File: config.mk
export PLATFORM = sky130hd
export DESIGN_NAME = i2c_master_bit_engine
export DESIGN_NICKNAME = d
export VERILOG_FILES = /design/src/rtl/i2cm_pkg.sv /design/src/rtl/i2cm_seq.sv /design/src/rtl/i2cm_out_reg.sv /design/src/rtl/i2c_master_bit_engine.sv
export SDC_FILE = /design/constraint.sdc
export NUM_CORES = 1
export LEC_CHECK = 0
export BUFFER_PORTS_ARGS = -buffer_cell sky130_fd_sc_hd__buf_2
export CAP_MARGIN = 15
export CORE_AREA = 2 2 88 111
export DETAILED_ROUTE_END_ITERATION = 12
export DIE_AREA = 0 0 90 113
export GPL_ROUTABILITY_DRIVEN = 0
export PLACE_DENSITY = 0.75
export SLEW_MARGIN = 40
export SYNTH_ARGS = -nofsm -noshare
export SYNTH_HDL_FRONTEND = slang
export SYNTH_HIERARCHICAL = 1
export SYNTH_SLANG_ARGS = --single-unit
File: constraint.sdc
create_clock -name clk -period 7 [get_ports clk]
set_input_delay 0.7 -clock clk [delete_from_list [all_inputs] [get_ports clk]]
set_output_delay 0.7 -clock clk [all_outputs]
set_load 0.05 [all_outputs]
File: src/rtl/i2cm_pkg.sv
`timescale 1ns / 1ps

package i2cm_pkg;

  // Command codes carried in the input kind field
  typedef enum logic [2:0] {
    CMD_NONE      = 3'd0,
    CMD_START     = 3'd1,
    CMD_STOP      = 3'd2,
    CMD_WRITE     = 3'd3,
    CMD_READ      = 3'd4,
    CMD_SEND_ACK  = 3'd5,
    CMD_CHECK_ACK = 3'd6,
    CMD_RSVD      = 3'd7
  } cmd_t;

  localparam int unsigned DELAY_W     = 10;
  localparam logic [DELAY_W-1:0] DELAY_RESET = 10'd6;
  localparam logic [3:0]  BITS_PER_BYTE = 4'd8;

  // Register index on the configuration port
  localparam logic REG_DELAY = 1'b0;

  // Result of one tick
  typedef struct packed {
    logic       rejected;
    logic       ack_seen;
    logic [7:0] read_value;
    logic       done_res;
    logic       busy_res;
    logic       sda_pull_low;
    logic       scl_level;
  } res_t;

endpackage

File: src/rtl/i2cm_seq.sv
`timescale 1ns / 1ps

module i2cm_seq import i2cm_pkg::*; (
  input  logic               clk,
  input  logic               rst_n,
  input  logic               tick_en,
  input  logic [2:0]         kind,
  input  logic [7:0]         data_byte,
  input  logic               sda_in,
  input  logic [DELAY_W-1:0] delay_ticks,
  output res_t               res
);

  logic [2:0]         phase_r, phase_nxt;
  cmd_t               cmd_r, cmd_nxt;
  logic [3:0]         bit_r, bit_nxt;
  logic [7:0]         shift_r, shift_nxt;
  logic [DELAY_W-1:0] wait_r, wait_nxt;
  logic               scl_r, scl_nxt;
  logic               sda_low_r, sda_low_nxt;
  logic [7:0]         last_read_r, last_read_nxt;
  logic               ack_r, ack_nxt;

  logic               is_cmd;
  logic               seg;
  logic               done;
  logic               rej;
  logic [DELAY_W-1:0] slot;

  assign is_cmd = (kind != CMD_NONE) && (kind != CMD_RSVD);
  // a zero delay behaves as one tick
  assign slot   = (delay_ticks == '0) ? DELAY_W'(1) : delay_ticks;

  // Next state for one tick: count down the slot, then run the next line change
  always_comb begin
    phase_nxt     = phase_r;
    cmd_nxt       = cmd_r;
    bit_nxt       = bit_r;
    shift_nxt     = shift_r;
    wait_nxt      = wait_r;
    scl_nxt       = scl_r;
    sda_low_nxt   = sda_low_r;
    last_read_nxt = last_read_r;
    ack_nxt       = ack_r;
    seg           = 1'b0;
    done          = 1'b0;
    rej           = 1'b0;

    if (cmd_r != CMD_NONE) begin
      rej = is_cmd;
      if (wait_r <= DELAY_W'(1)) begin
        wait_nxt = '0;
        seg      = 1'b1;
      end else begin
        wait_nxt = wait_r - DELAY_W'(1);
      end
    end else if (is_cmd) begin
      cmd_nxt   = cmd_t'(kind);
      phase_nxt = 3'd0;
      bit_nxt   = 4'd0;
      shift_nxt = (kind == CMD_WRITE) ? data_byte : 8'h00;
      seg       = 1'b1;
    end

    if (seg) begin
      unique case (cmd_nxt)
        CMD_START, CMD_STOP: begin
          unique case (phase_nxt)
            3'd0: begin
              sda_low_nxt = (cmd_nxt == CMD_STOP);
              phase_nxt = 3'd1; wait_nxt = slot;
            end
            3'd1: begin scl_nxt = 1'b1; phase_nxt = 3'd2; wait_nxt = slot; end
            3'd2: begin
              sda_low_nxt = (cmd_nxt == CMD_START);
              phase_nxt = 3'd3; wait_nxt = slot;
            end
            3'd3: begin phase_nxt = 3'd4; wait_nxt = slot; end
            default: begin
              cmd_nxt = CMD_NONE; phase_nxt = 3'd0; wait_nxt = '0; done = 1'b1;
            end
          endcase
        end
        CMD_WRITE: begin
          unique case (phase_nxt)
            3'd0: begin scl_nxt = 1'b0; phase_nxt = 3'd1; wait_nxt = slot; end
            3'd1: begin
              sda_low_nxt = ~shift_nxt[7];
              phase_nxt = 3'd2; wait_nxt = slot;
            end
            3'd2: begin
              scl_nxt   = 1'b1;
              shift_nxt = {shift_nxt[6:0], 1'b0};
              bit_nxt   = bit_nxt + 4'd1;
              phase_nxt = 3'd3; wait_nxt = slot;
            end
            3'd3: begin
              if (bit_nxt >= BITS_PER_BYTE) begin
                cmd_nxt = CMD_NONE; phase_nxt = 3'd0; wait_nxt = '0; done = 1'b1;
              end else begin
                scl_nxt = 1'b0; phase_nxt = 3'd1; wait_nxt = slot;
              end
            end
            default: begin
              cmd_nxt = CMD_NONE; phase_nxt = 3'd0; wait_nxt = '0; done = 1'b1;
            end
          endcase
        end
        CMD_READ: begin
          unique case (phase_nxt)
            3'd0: begin sda_low_nxt = 1'b0; phase_nxt = 3'd1; wait_nxt = slot; end
            3'd1: begin scl_nxt = 1'b0; phase_nxt = 3'd2; wait_nxt = slot; end
            3'd2: begin phase_nxt = 3'd3; wait_nxt = slot; end
            3'd3: begin
              scl_nxt   = 1'b1;
              shift_nxt = {shift_nxt[6:0], sda_in};
              bit_nxt   = bit_nxt + 4'd1;
              phase_nxt = 3'd4; wait_nxt = slot;
            end
            3'd4: begin
              scl_nxt = 1'b0;
              if (bit_nxt >= BITS_PER_BYTE) begin
                last_read_nxt = shift_nxt;
                cmd_nxt = CMD_NONE; phase_nxt = 3'd0; wait_nxt = '0; done = 1'b1;
              end else begin
                phase_nxt = 3'd2; wait_nxt = slot;
              end
            end
            default: begin
              cmd_nxt = CMD_NONE; phase_nxt = 3'd0; wait_nxt = '0; done = 1'b1;
            end
          endcase
        end
        CMD_SEND_ACK: begin
          unique case (phase_nxt)
            3'd0: begin scl_nxt = 1'b0; phase_nxt = 3'd1; wait_nxt = slot; end
            3'd1: begin sda_low_nxt = 1'b1; phase_nxt = 3'd2; wait_nxt = slot; end
            3'd2: begin scl_nxt = 1'b1; phase_nxt = 3'd3; wait_nxt = slot; end
            default: begin
              scl_nxt = 1'b0;
              cmd_nxt = CMD_NONE; phase_nxt = 3'd0; wait_nxt = '0; done = 1'b1;
            end
          endcase
        end
        CMD_CHECK_ACK: begin
          unique case (phase_nxt)
            3'd0: begin
              scl_nxt = 1'b0; sda_low_nxt = 1'b0;
              phase_nxt = 3'd1; wait_nxt = slot;
            end
            3'd1: begin phase_nxt = 3'd2; wait_nxt = slot; end
            3'd2: begin scl_nxt = 1'b1; phase_nxt = 3'd3; wait_nxt = slot; end
            default: begin
              // sample after the rising edge of SCL
              ack_nxt = ~sda_in;
              scl_nxt = 1'b0;
              cmd_nxt = CMD_NONE; phase_nxt = 3'd0; wait_nxt = '0; done = 1'b1;
            end
          endcase
        end
        default: begin
          cmd_nxt = CMD_NONE; phase_nxt = 3'd0; wait_nxt = '0; done = 1'b1;
        end
      endcase
    end
  end

  // Hold the sequencer state, advance on each accepted tick
  always_ff @(posedge clk) begin
    if (!rst_n) begin
      phase_r     <= 3'd0;
      cmd_r       <= CMD_NONE;
      bit_r       <= 4'd0;
      shift_r     <= 8'h00;
      wait_r      <= '0;
      scl_r       <= 1'b1;
      sda_low_r   <= 1'b0;
      last_read_r <= 8'h00;
      ack_r       <= 1'b0;
    end else if (tick_en) begin
      phase_r     <= phase_nxt;
      cmd_r       <= cmd_nxt;
      bit_r       <= bit_nxt;
      shift_r     <= shift_nxt;
      wait_r      <= wait_nxt;
      scl_r       <= scl_nxt;
      sda_low_r   <= sda_low_nxt;
      last_read_r <= last_read_nxt;
      ack_r       <= ack_nxt;
    end
  end

  // Result of this tick, taken by the output register
  always_comb begin
    res.scl_level    = scl_nxt;
    res.sda_pull_low = sda_low_nxt;
    res.busy_res     = (cmd_nxt != CMD_NONE);
    res.done_res     = done;
    res.read_value   = last_read_nxt;
    res.ack_seen     = ack_nxt;
    res.rejected     = rej;
  end

endmodule

File: src/rtl/i2cm_out_reg.sv
`timescale 1ns / 1ps

module i2cm_out_reg import i2cm_pkg::*; (
  input  logic clk,
  input  logic rst_n,
  input  logic load,
  input  res_t res_in,
  input  logic out_tready,
  output logic out_tvalid,
  output res_t res_out,
  output logic space
);

  logic valid_r, valid_nxt;
  res_t data_r;

  // Room for a new result when empty or draining this cycle
  assign space     = !valid_r || out_tready;
  assign valid_nxt = load || (valid_r && !out_tready);

  always_ff @(posedge clk) begin
    if (!rst_n) begin
      valid_r <= 1'b0;
    end else begin
      valid_r <= valid_nxt;
    end
  end

  // Capture the payload with each accepted request
  always_ff @(posedge clk) begin
    if (load) begin
      data_r <= res_in;
    end
  end

  assign out_tvalid = valid_r;
  assign res_out    = data_r;

endmodule

File: src/rtl/i2c_master_bit_engine.sv
`timescale 1ns / 1ps

// I2C master bit engine. Each request on the in_ channel is one bus tick:
// in_tuser carries the command (none, start, stop, write, read, send ack,
// check ack), in_tdata the byte to write and the sampled SDA level. For
// every request exactly one result leaves on the out_ channel with the
// driven SCL level, the SDA pull-down, busy, a done pulse, the last read
// byte, the last ACK check and a flag for a command refused while busy.
// The result is registered and leaves in the cycle after its request; one
// request is taken every clock while the receiver keeps up, set by the single
// output register, which lets a new request in while the previous result is
// being taken. When the receiver stalls, the result holds and in_tready drops until it is taken.
// The APB port sets delay_ticks (byte address 0), ticks per delay slot.
// Reset leaves SCL high, SDA released, the engine idle, the output empty
// and delay_ticks at 6.
module i2c_master_bit_engine import i2cm_pkg::*; (
  input  logic        clk,
  input  logic        rst_n,
  input  logic        in_tvalid,
  output logic        in_tready,
  input  logic [15:0] in_tdata,   // [7:0] data_byte, [8] sda_in, rest zero
  input  logic [2:0]  in_tuser,   // [2:0] kind
  output logic        out_tvalid,
  input  logic        out_tready,
  // [0] scl_level, [1] sda_pull_low, [2] busy_res, [3] done_res,
  // [11:4] read_value, [12] ack_seen, [13] rejected, rest zero
  output logic [15:0] out_tdata,
  input  logic        cfg_psel,
  input  logic        cfg_penable,
  input  logic        cfg_pwrite,
  input  logic [2:0]  cfg_paddr,
  input  logic [31:0] cfg_pwdata,
  output logic [31:0] cfg_prdata,
  output logic        cfg_pready
);

  logic               in_fire;
  logic               space;
  logic               cfg_wr;
  logic [DELAY_W-1:0] delay_r;
  res_t               res;
  res_t               res_q;

  assign in_tready  = space;
  assign in_fire    = in_tvalid && space;
  assign cfg_pready = 1'b1;
  assign cfg_wr     = cfg_psel && cfg_penable && cfg_pwrite;

  // Delay register
  always_ff @(posedge clk) begin
    if (!rst_n) begin
      delay_r <= DELAY_RESET;
    end else if (cfg_wr && (cfg_paddr[2] == REG_DELAY)) begin
      delay_r <= cfg_pwdata[DELAY_W-1:0];
    end
  end

  assign cfg_prdata = (cfg_paddr[2] == REG_DELAY) ? {{(32-DELAY_W){1'b0}}, delay_r} : 32'h0;

  i2cm_seq u_seq (
    .clk         (clk),
    .rst_n       (rst_n),
    .tick_en     (in_fire),
    .kind        (in_tuser),
    .data_byte   (in_tdata[7:0]),
    .sda_in      (in_tdata[8]),
    .delay_ticks (delay_r),
    .res         (res)
  );

  i2cm_out_reg u_out (
    .clk        (clk),
    .rst_n      (rst_n),
    .load       (in_fire),
    .res_in     (res),
    .out_tready (out_tready),
    .out_tvalid (out_tvalid),
    .res_out    (res_q),
    .space      (space)
  );

  assign out_tdata = {2'b00, res_q};

  // A finished command is no longer busy
  a_done_not_busy: assert property (@(posedge clk) disable iff (!rst_n)
    out_tvalid && res_q.done_res |-> !res_q.busy_res)
    else $error("done result still flagged busy");

  // A refused command only while a command runs or just ended
  a_rej_busy: assert property (@(posedge clk) disable iff (!rst_n)
    out_tvalid && res_q.rejected |-> res_q.busy_res || res_q.done_res)
    else $error("command refused while idle");

  // Every accepted tick yields a result in the next cycle
  a_fire_out: assert property (@(posedge clk) disable iff (!rst_n)
    in_fire |=> out_tvalid)
    else $error("accepted tick produced no result");

endmodule
# After elaboration in Yosys (flattened, before gate mapping)
# Cells that the tools add are included.
# classes
n_eq_ne	12
n_lt_le_gt_ge	2
addsub	2
bitwise	3
muxes	72
n_reduce_logical	23
# ops
cell	count
10-bit two-way mux	8
8-bit two-way mux	10
3-bit one-hot mux with 4 select lines	4
10-bit one-hot mux with 2 select lines	2
10-bit one-hot mux with 4 select lines	1
3-bit two-way mux	9
4-bit two-way mux	5
1-bit two-way mux	17
8-bit one-hot mux with 2 select lines	1
3-bit by 2-bit equality test with 1-bit output (second input constant)	5
3-bit one-hot mux with 5 select lines	1
3-bit equality test (second input constant)	4
1-bit one-hot mux with 4 select lines	3
3-bit one-hot mux with 2 select lines	2
10-bit by 1-bit <= comparator with 1-bit output (second input constant)	1
10-bit logical NOT	1
1-bit one-hot mux with 2 select lines	5
10-bit by 1-bit subtractor with 10-bit output (second input constant)	1
3-bit nonzero test	3
4-bit one-hot mux with 2 select lines	1
2-bit OR reduction	4
3-bit by 1-bit equality test with 1-bit output (second input constant)	2
1-bit logical AND	6
2-bit one-hot mux with 3 select lines	1
other kinds (13)	17
# totals
elab_cells	132
inputBits	61
regBits	64
output_inout_bits	51

# Logic depth before layout (Yosys ltp)
# Gate-level depths: netlist (run 1).
# depth
ltp_word	10
ltp_mapped	10
ltp_nobuf	8

# Modules after synthesis
# The synthesis (run 1) kept the hierarchy.
# by_module_without_submodules
mod	seq_area_each_um2	cells_per_inst	instances	area_each_um2
i2cm_seq	780.7	394	1	2867.8
i2c_master_bit_engine	200.2	83	1	681.9
i2cm_out_reg	440.4	18	1	469.2

# Least setup slack after synthesis (run 1)
# OpenSTA, ideal clock, no wires.
# synth_timing
kind	input to register
start	in out_tready
end	reg u_seq.wait_r[8]
arrival_ns	2.693
setup_ns	0.070
required_ns	6.930
path_buffers	1
slack_ns	4.237
cell_stages	7
cell_sequence	nand2b_4 -> and2_1 -> clkinv_1 -> a21oi_1 -> clkbuf_1 -> nand4_1 -> a21oi_1
# synth_via
elab_chain_len	3
# synth_rtl
element	line_no	source
start: declaration	i2c_master_bit_engine.sv:24	input logic out_tready,
1-bit logical OR	i2cm_out_reg.sv:18	assign space = !valid_r || out_tready;
1-bit logical AND	i2c_master_bit_engine.sv:45	assign in_fire = in_tvalid && space;
via in_fire	i2c_master_bit_engine.sv:37	logic in_fire;
2-bit AND reduction (no line)	-	
end signal: assignment	i2cm_seq.sv:185	wait_r <= wait_nxt;
end: declaration	i2cm_seq.sv:18	logic [DELAY_W-1:0] wait_r, wait_nxt;
# The timed path passes the listed nets, and every way through them passes these cells.
# A chain may end at the register's enable or synchronous reset.

==> qor.csv, run 1 <==
stage,metric,value,unit
place,Post-Place Worst Slack,3.42,ns
setup_path,CP Max Fanout,20,
cells_and_area,most frequent cells in the layout,"66 x nand2_1, 55 x buf_2, 50 x dfxtp_1",
sta,min cycle time layout,3.02,ns
synth,cell area after technology mapping,4020,um^2
die,IO Pins,112,
sta,"Hold Vio Cnt, Final",0,
synth,"Async S/R FF share, synth",0,%
grt,largest net degree at the start of global routing,44,
sta,hold_ws,0.468,ns
setup_path,flop2flop setup slack,3.98,ns
clocking,"Hold-fix buffers, CTS",0,
clocking,"Reg clk slew, reported paths",0.06,ns
sta,# setup viols final,0,
die,die area,10200,um^2
clocking,worst skew pair latency,0.34,ns
power,total power,1.21,mW
cells_and_area,share of layout cells above drive strength 1,16.9,%
detailed_routing,Iter 0 DRT Violations,563,
cells_and_area,Layout area overhead,12.8,%
clocking,maximum root-to-sink buffer count,2,
setup_path,crit path DAT,3.11,ns
detailed_routing,via count,3870,
die,overall die width,90,um
synth,"Avg Cell Area, Syn",8.12,um^2
setup_path,element type at the critical path end,flip-flop,
die,Rows,39,
synth,Post-synth EDFFs,14,
detailed_routing,router iterations before antenna repair,8,
power,maximum vdd drop,0.143,mV
job,Max Cap Viol,0,
clocking,Inserted Clock Buffers,9,
synth,post-synthesis sequential area ratio,35.4,%
run_status,status,finished clean,
synth,Ys Warns,6,
power,leakage,1.82,nW
synth,Yosys cell types,70,
clocking,CTS resizes,0,
grt,initial antenna violation count,0,
sta,Max Freq,0.331,GHz
sta,"Slew Viols, Final",0,
die,Initial Util,44.3,%
cells_and_area,Post-Route Utilization,49.9,%
clocking,Max H-tree Level,3,
die,chip height,113,um
clocking,CTS tree,yes,
synth,"FF+latch count, synth",64,
place,PortBufs,55,
clocking,clock sink total,64,
die,core outline area,9080,um^2
setup_path,worst setup path category,reg -> reg,
clocking,Post-CTS Setup Inserts,0,
sta,period utilization,43.1,%
detailed_routing,final antenna-violating net count,0,
sta,final worst slack,3.98,ns
detailed_routing,DR WL/cell,15.5,um
grt,vias in the first global route,3580,
cells_and_area,Antenna diodes,0,
cells_and_area,fin nets,590,
grt,first-pass GRT wire length,16600,um
hold_path,worst hold path type,reg -> reg,
setup_path,Worst Setup Start Kind,flip-flop,
power,pwr/cell area,267,nW/um^2
sta,Max transition margin,51.4,%
detailed_routing,Post-Route WL,10100,um
place,post-DP HPWL,6800,um
grt,total global routing overflow,0,
cells_and_area,"commonest non-fill, non-tap cell in the layout",nand2_1,
clocking,root buffer cell,clkbuf_16,
synth,Synth Instances,495,
sta,slew of the pin with the lowest slew margin,0.729,ns
synth,Post-synth top flop,dfxtp_1,
grt,GRT Total Usage,19.7,%
sta,Setup TNS,0,ns
sta,RSZ-0062 raised after global routing,no,
detailed_routing,drt drc,0,
setup_path,Worst EP required,7.09,ns
sta,Clock Skew,0.00869,ns
detailed_routing,post-DR vias/cell,5.92,
==> final cells by class <==
class | count | area, um^2
sequential | 64 | 1420
clock buffer | 9 | 225
fill | 861 | 4540
timing repair buffer | 57 | 290
tap | 123 | 154
clock inverter | 7 | 104
multi-input combinational | 379 | 2280
inverter | 15 | 56.3
==> state kept, by name, summed over array words and instances, names as in the netlist <==
signal,count
delay_r,10
u_out/out_tvalid,1
u_out/res_out,14
u_seq/ack_r,1
u_seq/bit_r,4
u_seq/cmd_r,3
u_seq/last_read_r,8
u_seq/phase_r,3
u_seq/scl_r,1
u_seq/sda_low_r,1
u_seq/shift_r,8
u_seq/wait_r,10
==> Yosys cell counts, types with 10 or more instances <==
cell | number | area share (%)
a21oi_1 | 19 | 2.4
a31oi_1 | 16 | 2.5
buf_4 | 31 | 5.8
clkbuf_1 | 23 | 2.1
dfxtp_1 | 50 | 25
edfxtp_1 | 14 | 10
inv_1 | 13 | 1.2
mux2i_1 | 12 | 3.0
nand2_1 | 66 | 6.2
nand3_1 | 10 | 1.2
nor2_1 | 38 | 3.5
nor2b_1 | 18 | 2.8
nor3_1 | 10 | 1.2
o21ai_0 | 38 | 4.7
==> worst paths after layout <==
check                         from          endpoint  depth (start not counted)
setup reg to reg    u_seq/cmd_r[2]  u_out/res_out[1]                          5
setup / recovery    u_seq/cmd_r[2]  u_out/res_out[1]                          5
hold reg to reg   u_seq/shift_r[5]  u_seq/shift_r[5]                          2
hold / removal    u_seq/shift_r[5]  u_seq/shift_r[5]                          2
==> metrics by stage <==
step | instances | instance area [um^2]
2_1_floorplan | 518 | 4110
3_3_place_gp | 638 | 4200
3_5_place_dp | 638 | 4200
4_1_cts | 654 | 4530
5_1_grt | 654 | 4530
6_report | 654 | 4530
==> kinds of logic after synthesis <==
logic type               after synthesis  share of synthesized area, %
adder cells (fa/ha/maj)                3                         0.934
flip-flops                            64                          35.4
other                                  2                         0.187
multiplexers                          13                          3.27
XOR/XNOR                               7                          1.53
AND/OR/NAND/NOR                      183                          23.0
buffers and inverters                 75                          10.2
AO/OA/AOI/OAI                        148                          25.5
==> report_power, final <==
group          internal [mW]  total, mW  switching [mW]
Clock                  0.315      0.495           0.180
Sequential             0.399      0.424          0.0255
Combinational         0.0850      0.292           0.207
Total                  0.799       1.21           0.412
==> per-layer routing <==
layer	routed length (um)	vias up	part of all wire [%]	track usage [%]
li1	-	1815	-	-
met1	3990	1786	39	23.1
met2	4940	230	49	33.8
met3	861	39	8.5	4.33
met4	314	0	3.1	10.4
met5	0	-	0	0
==> worst max-delay path, cell delays in order (launching register included) <==
cell and delay, ns:
dfxtp_1 0.52, nor3_4 0.56, nand3_2 0.53, nand2b_1 0.66, nand2b_1 0.18, mux2_2 0.30
(Power assumes the default switching activity.)
==> inputs of run 2 (changes only) <==
--- a/config.mk
+++ b/config.mk
@@ -5,13 +5,14 @@
 export SDC_FILE = /design/constraint.sdc
 export NUM_CORES = 1
 export LEC_CHECK = 0
+export ABC_AREA = 1
 export BUFFER_PORTS_ARGS = -buffer_cell sky130_fd_sc_hd__buf_2
 export CAP_MARGIN = 15
-export CORE_AREA = 2 2 88 111
+export CORE_AREA = 2 2 94 118
 export DETAILED_ROUTE_END_ITERATION = 12
-export DIE_AREA = 0 0 90 113
+export DIE_AREA = 0 0 96 120
 export GPL_ROUTABILITY_DRIVEN = 0
-export PLACE_DENSITY = 0.75
+export PLACE_DENSITY = 0.74
 export SLEW_MARGIN = 40
 export SYNTH_ARGS = -nofsm -noshare
 export SYNTH_HDL_FRONTEND = slang
==> constraint.sdc (replaced) <==
create_clock -name clk -period 3.1 [get_ports clk]
set_input_delay 0.31 -clock clk [delete_from_list [all_inputs] [get_ports clk]]
set_output_delay 0.31 -clock clk [all_outputs]
set_load 0.05 [all_outputs]
==> run 2 against run 1 <==
- via count rose by 14%
- count of clock-buffer cells in the layout unchanged
- worst hold slack lost 0.29 ns
- synthesized area grew 14%
- largest power group unchanged
- sequential share of layout area is 3.6 points lower
- largest cell class unchanged
- register-to-register slack lost 3.5 ns
- maximum frequency rose by 18%
- non-clock buffer count is 6 higher
==> qor.csv, run 2 <==
stage,metric,value,unit,change
run_status,status,finished clean,,unchanged
detailed_routing,drt drc,0,,unchanged
grt,GR peak layer,met2,,unchanged
synth,Ys Warns,6,,unchanged
setup_path,Worst Setup Start Kind,flip-flop,,unchanged
synth,cell area after technology mapping,4570,um^2,was 4020 um^2
cells_and_area,share of layout cells above drive strength 1,16.4,%,was 16.9%
hold_path,worst hold stages,3,,was 2
detailed_routing,DR WL/cell,11.9,um,was 15.5 um
sta,slew of the pin with the lowest slew margin,0.734,ns,was 0.729 ns
setup_path,element type at the critical path end,flip-flop,,unchanged
place,PortBufs,55,,unchanged
sta,"Hold Vio Cnt, Final",0,,unchanged
grt,vias in the first global route,3803,,was 3580
synth,most numerous cell in the Yosys netlist,nand2_1,,unchanged
place,post-DP HPWL,7430,um,was 6800 um
sta,Max transition margin,50.8,%,was 51.4%
detailed_routing,final antenna-violating net count,0,,unchanged
clocking,"Reg clk slew, reported paths",0.06,ns,about the same
synth,Post-synth EDFFs,14,,unchanged
place,Post-Place Worst Slack,0.532,ns,was 3.42 ns
power,leakage,2.53,nW,was 1.82 nW
grt,initial antenna violation count,0,,unchanged
detailed_routing,Iter 0 DRT Violations,205,,was 563
die,Initial Util,43.7,%,was 44.3%
setup_path,critical path's slowest cell,nand2_1,,was nand2b_1
power,pwr/cell area,575,nW/um^2,was 267 nW/um^2
sta,final worst slack,0.533,ns,was 3.98 ns
detailed_routing,router iterations before antenna repair,4,,was 8
sta,Clock Skew,0.00727,ns,was 0.00869 ns
setup_path,worst setup path category,reg -> reg,,unchanged
detailed_routing,Post-Route WL,10600,um,was 10100 um
synth,most area-consuming cells after synthesis,"dfxtp_1 22%, nand2_1 12%, edfxtp_1 9.2%",,"was dfxtp_1 25%, edfxtp_1 10%, nand2_1 6.2%"
cells_and_area,Antenna diodes,0,,unchanged
setup_path,Slowest Stage Delay on Critical Path,0.52,ns,was 0.66 ns
clocking,Post-CTS Setup Inserts,0,,unchanged
synth,Synth Instances,709,,was 495
sta,RSZ-0062 raised after global routing,no,,unchanged
synth,Post-synth top flop,dfxtp_1,,unchanged
grt,met1 usage,22.3,%,was 23.1%
clocking,root buffer cell,clkbuf_16,,unchanged
setup_path,crit-path cells,nor2_2 > nand2_2 > inv_2 > nand2_2 > nand2_1 > nand2_2 > nor2_1 > nand3_1 > nand2_1 > inv_1,,was nor3_4 > nand3_2 > nand2b_1 > nand2b_1 > mux2_2
sta,Max Freq,0.390,GHz,was 0.331 GHz
grt,met2 GRT Util,32.3,%,was 33.8%
die,IO Pins,112,,unchanged
setup_path,crit path DAT,2.66,ns,was 3.11 ns
sta,period utilization,82.8,%,was 43.1%
synth,Synth top area share,21.9,%,was 24.9%
sta,min cycle time layout,2.57,ns,was 3.02 ns
clocking,Max H-tree Level,3,,unchanged
hold_path,worst hold path type,in -> reg,,was reg -> reg
clocking,Inserted Clock Buffers,9,,unchanged
grt,GRT Total Usage,18.9,%,was 19.7%
cells_and_area,max reg flops,14,,unchanged
die,core outline area,10500,um^2,was 9080 um^2
job,Max Cap Viol,0,,unchanged
sta,"Slew Viols, Final",0,,unchanged
die,overall die width,96,um,was 90 um
die,chip height,120,um,was 113 um
clocking,worst skew pair latency,0.34,ns,about the same
synth,post-synth top area cell,dfxtp_1,,unchanged
clocking,clock sink total,64,,unchanged
setup_path,crit-path most repeated cell,nand2_2,,was nand2b_1
setup_path,cell family with most CP delay,simple AND/OR/NAND/NOR gates,,unchanged
setup_path,CP Buf/Inv Count,2,,was 0
synth,"Async S/R FF share, synth",0,%,unchanged
detailed_routing,post-DR vias/cell,4.98,,was 5.92
detailed_routing,via count,4424,,was 3870
clocking,CTS resizes,0,,unchanged
grt,met3 usage in global routing,3.14,%,was 4.33%
cells_and_area,"commonest non-fill, non-tap cell in the layout",nand2_1,,unchanged
sta,# setup viols final,0,,unchanged
synth,post-synthesis sequential area ratio,31.1,%,was 35.4%
synth,"Avg Cell Area, Syn",6.44,um^2,was 8.12 um^2
synth,"FF+latch count, synth",64,,unchanged
grt,largest net degree at the start of global routing,29,,was 44
die,Rows,42,,was 39
setup_path,R2R depth,10,,was 5
cells_and_area,most frequent cells in the layout,"152 x nand2_1, 98 x inv_1, 83 x nor2_1",,"was 66 x nand2_1, 55 x buf_2, 50 x dfxtp_1"
clocking,maximum root-to-sink buffer count,2,,unchanged
clocking,CTS tree,yes,,unchanged
setup_path,critical path depth,10,,was 5
cells_and_area,Layout area overhead,12.1,%,was 12.8%
grt,total global routing overflow,0,,unchanged
synth,Yosys cell types,44,,was 70
synth,"top cells by count, synth","152 x nand2_1, 99 x inv_1, 83 x nor2_1",,"was 66 x nand2_1, 50 x dfxtp_1, 38 x nor2_1, 38 x o21ai_0, 31 x buf_4"
sta,Setup TNS,0,ns,unchanged
setup_path,Worst EP required,3.19,ns,was 7.09 ns
clocking,"Hold-fix buffers, CTS",0,,unchanged
setup_path,CP Max Fanout,24,,was 20
die,die area,11500,um^2,was 10200 um^2
grt,first-pass GRT wire length,17300,um,was 16600 um
cells_and_area,fin nets,815,,was 590
power,maximum vdd drop,0.279,mV,was 0.143 mV
run 2: cell count changes in the layout (fill, tap and decap cells not counted), sizes merged, moves of 7 or more:
cell    before  now
nor2        39   93
o211a        8    0
mux2i       12    0
inv         14  107
nor2b       18    0
a31oi       16    4
o221ai       7    0
nand2       66  165
nand3       11   72
o21ai       40   63
nor3        11    3
a21oi       20   47
run 2: cell type report:
class	count	area [um^2]
Fill cell	1086	5340
Timing Repair Buffer	63	335
Clock inverter	7	103
Sequential cell	64	1420
Clock buffer	9	225
Tap cell	132	165
Multi-Input combinational cell	507	2470
Inverter	106	398
run 2: worst min-delay path: cells and delay by family:
kind | cells | cell delay [ns]
buf+inv | 1 | 0.07
simple gates | 2 | 0.10
run 2: logic make-up (layout without fill, tap and decap cells):
family / after synthesis / count (layout) / synth area share, %
other: 2 / 25 / 0.164
AND/OR/NAND/NOR: 343 / 343 / 33.7
buffers and inverters: 161 / 185 / 16.6
AO/OA/AOI/OAI: 129 / 129 / 16.2
flip-flops: 64 / 64 / 31.1
XOR/XNOR: 7 / 7 / 1.34
adder cells (fa/ha/maj): 3 / 3 / 0.822
run 2: path summary, 6_finish.rpt:
path / to / slack [ns] / start
min reg2reg: u_seq/bit_r[2] / 0.48 / u_seq/bit_r[2]
max reg2reg: u_out/res_out[0] / 0.53 / u_seq/cmd_r[0]
min: delay_r[1] / 0.18 / cfg_pwdata[1]
max: u_out/res_out[0] / 0.53 / u_seq/cmd_r[0]
run 2: report_power, final:
part	leakage (nW)	internal (mW)	switching (mW)
clock	0.157	0.712	0.403
combinational	1.82	0.228	0.630
sequential	0.549	0.926	0.0482
total	2.53	1.87	1.08
run 2: per-layer routing:
layer,share of wire (%),wire length [um],vias to the layer above
li1,-,-,2303
met1,42,4470,1943
met2,49,5150,161
met3,6.8,720,17
met4,2.0,214,0
met5,0,0,-
run 2: metrics by stage:
step                area (um^2)  std cells  utilization (%)  hold WS [ns]  total power [mW]
detailed placement         4790        872             45.8         0.475              1.84
finish                     5120        888             49.0         0.182              2.95
CTS                        5120        888             49.0         0.173              2.96
global route               5120        888             49.0         0.205              3.10
global placement           4790        872             45.8         0.472              1.83
floorplan                  4650        732                -         0.432              1.73
